`src/rtl/group_favoring_lock_arbiter_macros.svh`:
```
// Assertion macros shared by the lock arbiter modules.
`ifndef GROUP_FAVORING_LOCK_ARBITER_MACROS_SVH
`define GROUP_FAVORING_LOCK_ARBITER_MACROS_SVH
`ifndef SYNTHESIS
// Checks a property on a given clock, held off while reset is asserted.
`define GFLA_ASSERT_CLK(lbl, clk, rstn, prop, msg) \
  lbl: assert property (@(posedge clk) disable iff (!rstn) prop) else $error(msg);
// Checks a property on the module's own clk_i and rst_ni.
`define GFLA_ASSERT(lbl, prop, msg) \
  `GFLA_ASSERT_CLK(lbl, clk_i, rst_ni, prop, msg)
`else
`define GFLA_ASSERT_CLK(lbl, clk, rstn, prop, msg)
`define GFLA_ASSERT(lbl, prop, msg)
`endif
`endif

```
`src/rtl/gfla_pkg.sv`:
```
package gfla_pkg;

  // Sizing of the lock bank and of each waiter queue.
  localparam int unsigned NUM_LOCKS   = 15;
  localparam int unsigned QUEUE_DEPTH = 16;
  localparam int unsigned LKW     = (NUM_LOCKS > 1) ? $clog2(NUM_LOCKS) : 1;
  localparam int unsigned CNTW    = $clog2(QUEUE_DEPTH + 1);
  localparam int unsigned MEM_DEPTH = NUM_LOCKS * QUEUE_DEPTH;
  localparam int unsigned ADDR_W  = (MEM_DEPTH > 1) ? $clog2(MEM_DEPTH) : 1;

  // Field widths of the request and result.
  localparam int unsigned LOCK_ID_W = 4;
  localparam int unsigned ID_W      = 16;
  localparam int unsigned GRP_W     = 8;
  localparam int unsigned PCT_W     = 7;
  localparam int unsigned STATUS_W  = 3;
  localparam int unsigned WAITER_W  = ID_W + GRP_W;

  typedef enum logic [1:0] {
    FN_CREATE  = 2'd0,
    FN_ACQUIRE = 2'd1,
    FN_RELEASE = 2'd2,
    FN_DESTROY = 2'd3
  } func_e;

  typedef enum logic [STATUS_W-1:0] {
    ST_OK        = 3'd0,
    ST_BAD_ID    = 3'd1,
    ST_INACTIVE  = 3'd2,
    ST_NOT_OWNER = 3'd3,
    ST_FULL      = 3'd4,
    ST_NO_FREE   = 3'd5
  } status_e;

  typedef enum logic [3:0] {
    S_IDLE,
    S_DECODE,
    S_SRCH_RD,
    S_SRCH_CMP,
    S_PICK_RD,
    S_PICK_CAP,
    S_SHIFT_RD,
    S_SHIFT_WR,
    S_HAND,
    S_DONE
  } state_e;

  // Commands from the controller to the datapath.
  typedef struct packed {
    logic load_in;
    logic idx_clr;
    logic idx_inc;
    logic rd_next;
    logic cap_pick;
    logic cap_fav;
    logic wr_shift;
    logic commit_simple;
    logic commit_hand;
    logic load_out;
  } cmd_t;

  // Status from the datapath to the controller.
  typedef struct packed {
    logic need_hand;
    logic search_en;
    logic match;
    logic last;
    logic out_free;
  } sts_t;

  // Waiter memory address of one queue position of one lock.
  function automatic logic [ADDR_W-1:0] q_addr(input logic [LKW-1:0] lk,
                                               input logic [CNTW-1:0] pos);
    q_addr = ADDR_W'(lk) * ADDR_W'(QUEUE_DEPTH) + ADDR_W'(pos);
  endfunction

endpackage

```
`src/rtl/gfla_ctrl.sv`:
```
`include "group_favoring_lock_arbiter_macros.svh"

module gfla_ctrl (
  input  logic            clk_i,
  input  logic            rst_ni,
  input  logic            in_valid_i,
  output logic            in_ready_o,
  input  gfla_pkg::sts_t  sts_i,
  output gfla_pkg::cmd_t  cmd_o
);

  gfla_pkg::state_e state_q, state_d;

  // State register.
  always_ff @(posedge clk_i or negedge rst_ni) begin
    if (!rst_ni) begin
      state_q <= gfla_pkg::S_IDLE;
    end else begin
      state_q <= state_d;
    end
  end

  // Next state.
  always_comb begin
    state_d = state_q;
    unique case (state_q)
      gfla_pkg::S_IDLE: begin
        if (in_valid_i) state_d = gfla_pkg::S_DECODE;
      end
      gfla_pkg::S_DECODE: begin
        if (!sts_i.need_hand) state_d = gfla_pkg::S_DONE;
        else if (sts_i.search_en) state_d = gfla_pkg::S_SRCH_RD;
        else state_d = gfla_pkg::S_PICK_RD;
      end
      gfla_pkg::S_SRCH_RD: state_d = gfla_pkg::S_SRCH_CMP;
      gfla_pkg::S_SRCH_CMP: begin
        if (sts_i.match) state_d = gfla_pkg::S_SHIFT_RD;
        else if (sts_i.last) state_d = gfla_pkg::S_PICK_RD;
        else state_d = gfla_pkg::S_SRCH_RD;
      end
      gfla_pkg::S_PICK_RD:  state_d = gfla_pkg::S_PICK_CAP;
      gfla_pkg::S_PICK_CAP: state_d = gfla_pkg::S_SHIFT_RD;
      gfla_pkg::S_SHIFT_RD: begin
        state_d = sts_i.last ? gfla_pkg::S_HAND : gfla_pkg::S_SHIFT_WR;
      end
      gfla_pkg::S_SHIFT_WR: state_d = gfla_pkg::S_SHIFT_RD;
      gfla_pkg::S_HAND:     state_d = gfla_pkg::S_DONE;
      gfla_pkg::S_DONE: begin
        if (sts_i.out_free) state_d = gfla_pkg::S_IDLE;
      end
      default: state_d = gfla_pkg::S_IDLE;
    endcase
  end

  // Commands to the datapath.
  always_comb begin
    cmd_o      = '0;
    in_ready_o = 1'b0;
    unique case (state_q)
      gfla_pkg::S_IDLE: begin
        in_ready_o    = 1'b1;
        cmd_o.load_in = in_valid_i;
      end
      gfla_pkg::S_DECODE: begin
        cmd_o.idx_clr       = 1'b1;
        cmd_o.commit_simple = !sts_i.need_hand;
      end
      gfla_pkg::S_SRCH_RD: ;
      gfla_pkg::S_SRCH_CMP: begin
        if (sts_i.match) begin
          cmd_o.cap_pick = 1'b1;
          cmd_o.cap_fav  = 1'b1;
        end else if (sts_i.last) begin
          cmd_o.idx_clr = 1'b1;
        end else begin
          cmd_o.idx_inc = 1'b1;
        end
      end
      gfla_pkg::S_PICK_RD: ;
      gfla_pkg::S_PICK_CAP: cmd_o.cap_pick = 1'b1;
      gfla_pkg::S_SHIFT_RD: cmd_o.rd_next = !sts_i.last;
      gfla_pkg::S_SHIFT_WR: begin
        cmd_o.wr_shift = 1'b1;
        cmd_o.idx_inc  = 1'b1;
      end
      gfla_pkg::S_HAND: cmd_o.commit_hand = 1'b1;
      gfla_pkg::S_DONE: cmd_o.load_out = sts_i.out_free;
      default: ;
    endcase
  end

  `GFLA_ASSERT(a_srch_cmp_follows, state_q == gfla_pkg::S_SRCH_RD |=> state_q == gfla_pkg::S_SRCH_CMP, "search read not followed by compare")
  `GFLA_ASSERT(a_hand_to_done, cmd_o.commit_hand |=> state_q == gfla_pkg::S_DONE, "hand-off commit not followed by done")

endmodule

```
`config.mk`:
```
export PLATFORM = sky130hd
export DESIGN_NAME = gfla_ctrl
export DESIGN_NICKNAME = d
export VERILOG_FILES = /design/src/rtl/gfla_pkg.sv /design/src/rtl/gfla_ctrl.sv
export VERILOG_INCLUDE_DIRS = /design/src /design/src/rtl
export SDC_FILE = /design/constraint.sdc
export NUM_CORES = 1
export LEC_CHECK = 0
export BUFFER_PORTS_ARGS = -buffer_cell sky130_fd_sc_hd__buf_2
export CORE_AREA = 2 2 39 41
export DETAILED_ROUTE_END_ITERATION = 10
export DIE_AREA = 0 0 41 43
export PLACE_DENSITY_LB_ADDON = 0.2
export RECOVER_POWER = 25
export SLEW_MARGIN = 20
export SYNTH_ARGS = -nofsm -noshare
export SYNTH_HDL_FRONTEND = slang
export SYNTH_SLANG_ARGS = --single-unit
export TNS_END_PERCENT = 50
```
`constraint.sdc`:
```
create_clock -name clk_i -period 3.2 [get_ports clk_i]
set_input_delay 0 -clock clk_i [delete_from_list [all_inputs] [get_ports clk_i]]
set_output_delay 0 -clock clk_i [all_outputs]
set_load 0.02 [all_outputs]
```
==> out/results.ini <==
[timing]
finalCriticalPeriod_ns = 1.59
setup_viol = 0
tightest_slew_ns = 0.476
fmax_mhz = 629
maxSlewViolCount = 0
rsz0062_at_grt = no
setup_tns_ns = 0
max_slew_margin_pct = 68.3
fin_crit_sh_pct = 49.7
fin_ws_ns = 1.61
hold_viol = 0
finalClockSkew_ns = 0.00398

[critical_path]
r2r_slack_ns = 1.82
r2r_start = state_q[1]
cp.arrival_ns = 1.59
path_buf_inv = 1
startpoint_type = register
worstPathMaxFanout = 16
worstSetupEndpointType = output pin
cp-startpoint = state_q[1]
reg2reg_to = state_q[3]
crit_type = reg -> out
cp_top_family = simple AND/OR/NAND/NOR gates
cp_slowest_cell = dfrtp_1
reg2regPathDepth = 3
cpPeakStageDelay_ns = 0.54
required_ns = 3.20
path_cells = nor4_1 -> and2_2 -> buf_2

[placement]
dp_hpwl_um = 725
placed_cells = 82
pre_cts_ws_ns = 1.84
port_buffers = 18
place.gp.congestion = 0.691
place_area_um2 = 477

[die]
die_w_um = 41
dieHeight_um = 43
rows = 14
die_area_mm2 = 0.00176
start_util_pct = 29.6
num_io_pins = 19
core_region_area_mm2 = 0.00138

[global_route]
met3_usage_pct = 7.85
grt_pass1_wl_um = 1590
met2_usage_pct = 18.4
grt.met1_usage_pct = 17.2
first_global_vias = 370
grt_max_degree = 17
grt-busiest-layer = met2
antenna_found_initial = 0
grt_overflow = 0
gr-usage-all-layers_pct = 13.7

[clock_network]
cts_max_path_buffers = 2
path_clk_slew_ns = 0.04
cts_hold_repair.buffers = 2
clock_sinks = 4
cts_setup_buffers = 0
cts_resized = 0
cts_tree = built
htree_levels = 1
clk_latency_ns = 0.23
cts_buffers = 3
cts-root-buf = clkbuf_4

[logic_synthesis]
synth_top_family_by_area = simple AND/OR/NAND/NOR gates
synth-main-ff-cell = dfrtp_1
synth.area.top_cells = dfrtp_1 24%, nor4_1 6.1%, buf_6 5.5%
synth_xor_area_share_pct = 0
ys_warn_count = 0
synth_edf_count = 0
synth_mux_area_share_pct = 4.89
syn_inst = 53
yosysTopAreaCell = dfrtp_1
synth_compound_area_share_pct = 22.9
synth_cell_types = 27
synth.most_common_cell = nor2_1
syn_avg_cell_area_um2 = 7.72
yosys-top-cells-count = 6 x nor2_1, 4 x dfrtp_1, 4 x inv_1, 4 x nor3_1, 4 x nor4_1
yosys.area.top_type_share_pct = 24.5
synth_simple_gate_area_share_pct = 33.6
yosysSeqAreaShare_pct = 24.5
synth.cell_area_um2 = 409
synth_fa_ha_area_share_pct = 0
syn-num-nets = 61
ys_ff_latch = 4
synth-async-reset-ratio_pct = 100

[power]
leakagePower_nw = 0.269
irDropWorstVdd_uv = 263
p_per_area_mw_per_mm2 = 1030

[min_path]
hp-start = sts_i[0]
worstHoldEndpoint = state_q[0]
hold_path_class = in -> reg
whs_path_depth = 3

[drt]
avgViaCountPerCell = 5.20
drt_iter0_markers = 16
first_pass_iters = 4
vias = 452
drc = 0
wl_um = 980
wl_per_cell_um = 11.3
ant_nets = 0

[finish]
final_area_um2 = 518
drive_above_1_share_pct = 32.4
finalNetCount = 81
antenna_cells = 0
top_register = state_q
multi_input_area_um2 = 251
largest_register_ffs = 4
final_util_pct = 37.4
register_area_um2 = 100
largestRegisters = state_q (4)
instances_no_fill = 87
area_growth_pct = 26.6
fill_cells = 167

[run_status]
status = finished clean

[run]
maxCapViolations = 0

==> how the worst max path moves through the flow <==
| stage | end | slack [ns] | depth (start not counted) |
|---|---|---|---|
| final | cmd_o[2] | 1.61 | 3 |
| after global routing | cmd_o[2] | 1.50 | 3 |
| after CTS | cmd_o[2] | 1.63 | 3 |
| after detailed placement | state_q[3] | 1.84 | 3 |
| after global placement | cmd_o[2] | 1.81 | 3 |
| after floorplan | cmd_o[9] | 1.58 | 3 |
==> area by class of cell <==
cell class	count	share of cell area [%]
Sequential cell	4	19.3
Tap cell	16	3.86
Multi-Input combinational cell	40	48.6
Clock buffer	3	4.35
Inverter	4	2.90
Timing Repair Buffer	20	21.0
==> through the flow <==
step | hold slack (ns) | power (W)
after detailed placement | -0.189 | 0.000471
after CTS | 0.0937 | 0.000539
after global placement | -0.185 | 0.000472
final | 0.101 | 0.000535
after global routing | 0.102 | 0.000590
after floorplan | -0.296 | 0.000429
==> cell usage in the layout, fill, tap and decap left out, drive strengths merged <==
| cell | netlist | layout |
|---|---|---|
| buf | 5 | 17 |
| nor2 | 6 | 6 |
| nor3 | 4 | 4 |
| inv | 4 | 4 |
| nor4 | 4 | 4 |
| dfrtp | 4 | 4 |
| clkbuf | 0 | 4 |
| nand2 | 3 | 3 |
| o22ai | 3 | 3 |
| mux2i | 2 | 2 |
| o21ai | 2 | 2 |
| a2bb2oi | 2 | 2 |
| dlygate4sd3 | 0 | 2 |
| and2 | 2 | 2 |
| a211o | 2 | 2 |
| a21oi | 2 | 2 |
| or2b | 1 | 1 |
| nor4b | 1 | 1 |
| nand2b | 1 | 1 |
| and2b | 1 | 1 |
| and3 | 1 | 1 |
| nand4b | 1 | 1 |
| a211oi | 1 | 1 |
| a21o | 1 | 1 |
==> worst register-to-register path, cell delays in order (launching register included) <==
cell and delay, ns:
dfrtp_1 0.63, nor4_1 0.16, and2_2 0.23, a211o_2 0.25
==> kinds of logic (layout without fill, tap and decap cells) <==
group | count (synthesis) | after routing
mux | 2 | 2
buf+inv | 9 | 27
compound gates | 13 | 13
flops | 4 | 4
simple gates | 25 | 25
==> where the power goes <==
| group | switching (W) | internal [W] | total (W) |
|---|---|---|---|
| combinational | 0.000161 | 0.000144 | 0.000304 |
| clock | 0.0000205 | 0.0000419 | 0.0000624 |
| sequential | 0.0000920 | 0.0000768 | 0.000169 |
| total | 0.000273 | 0.000262 | 0.000535 |
==> metal layers <==
| layer | vias to the layer above | wire length (µm) |
|---|---|---|
| li1 | 233 | - |
| met1 | 203 | 479 |
| met2 | 16 | 439 |
| met3 | 0 | 60 |
| met4 | 0 | 0 |
| met5 | - | 0 |
(Power assumes the default switching activity.)
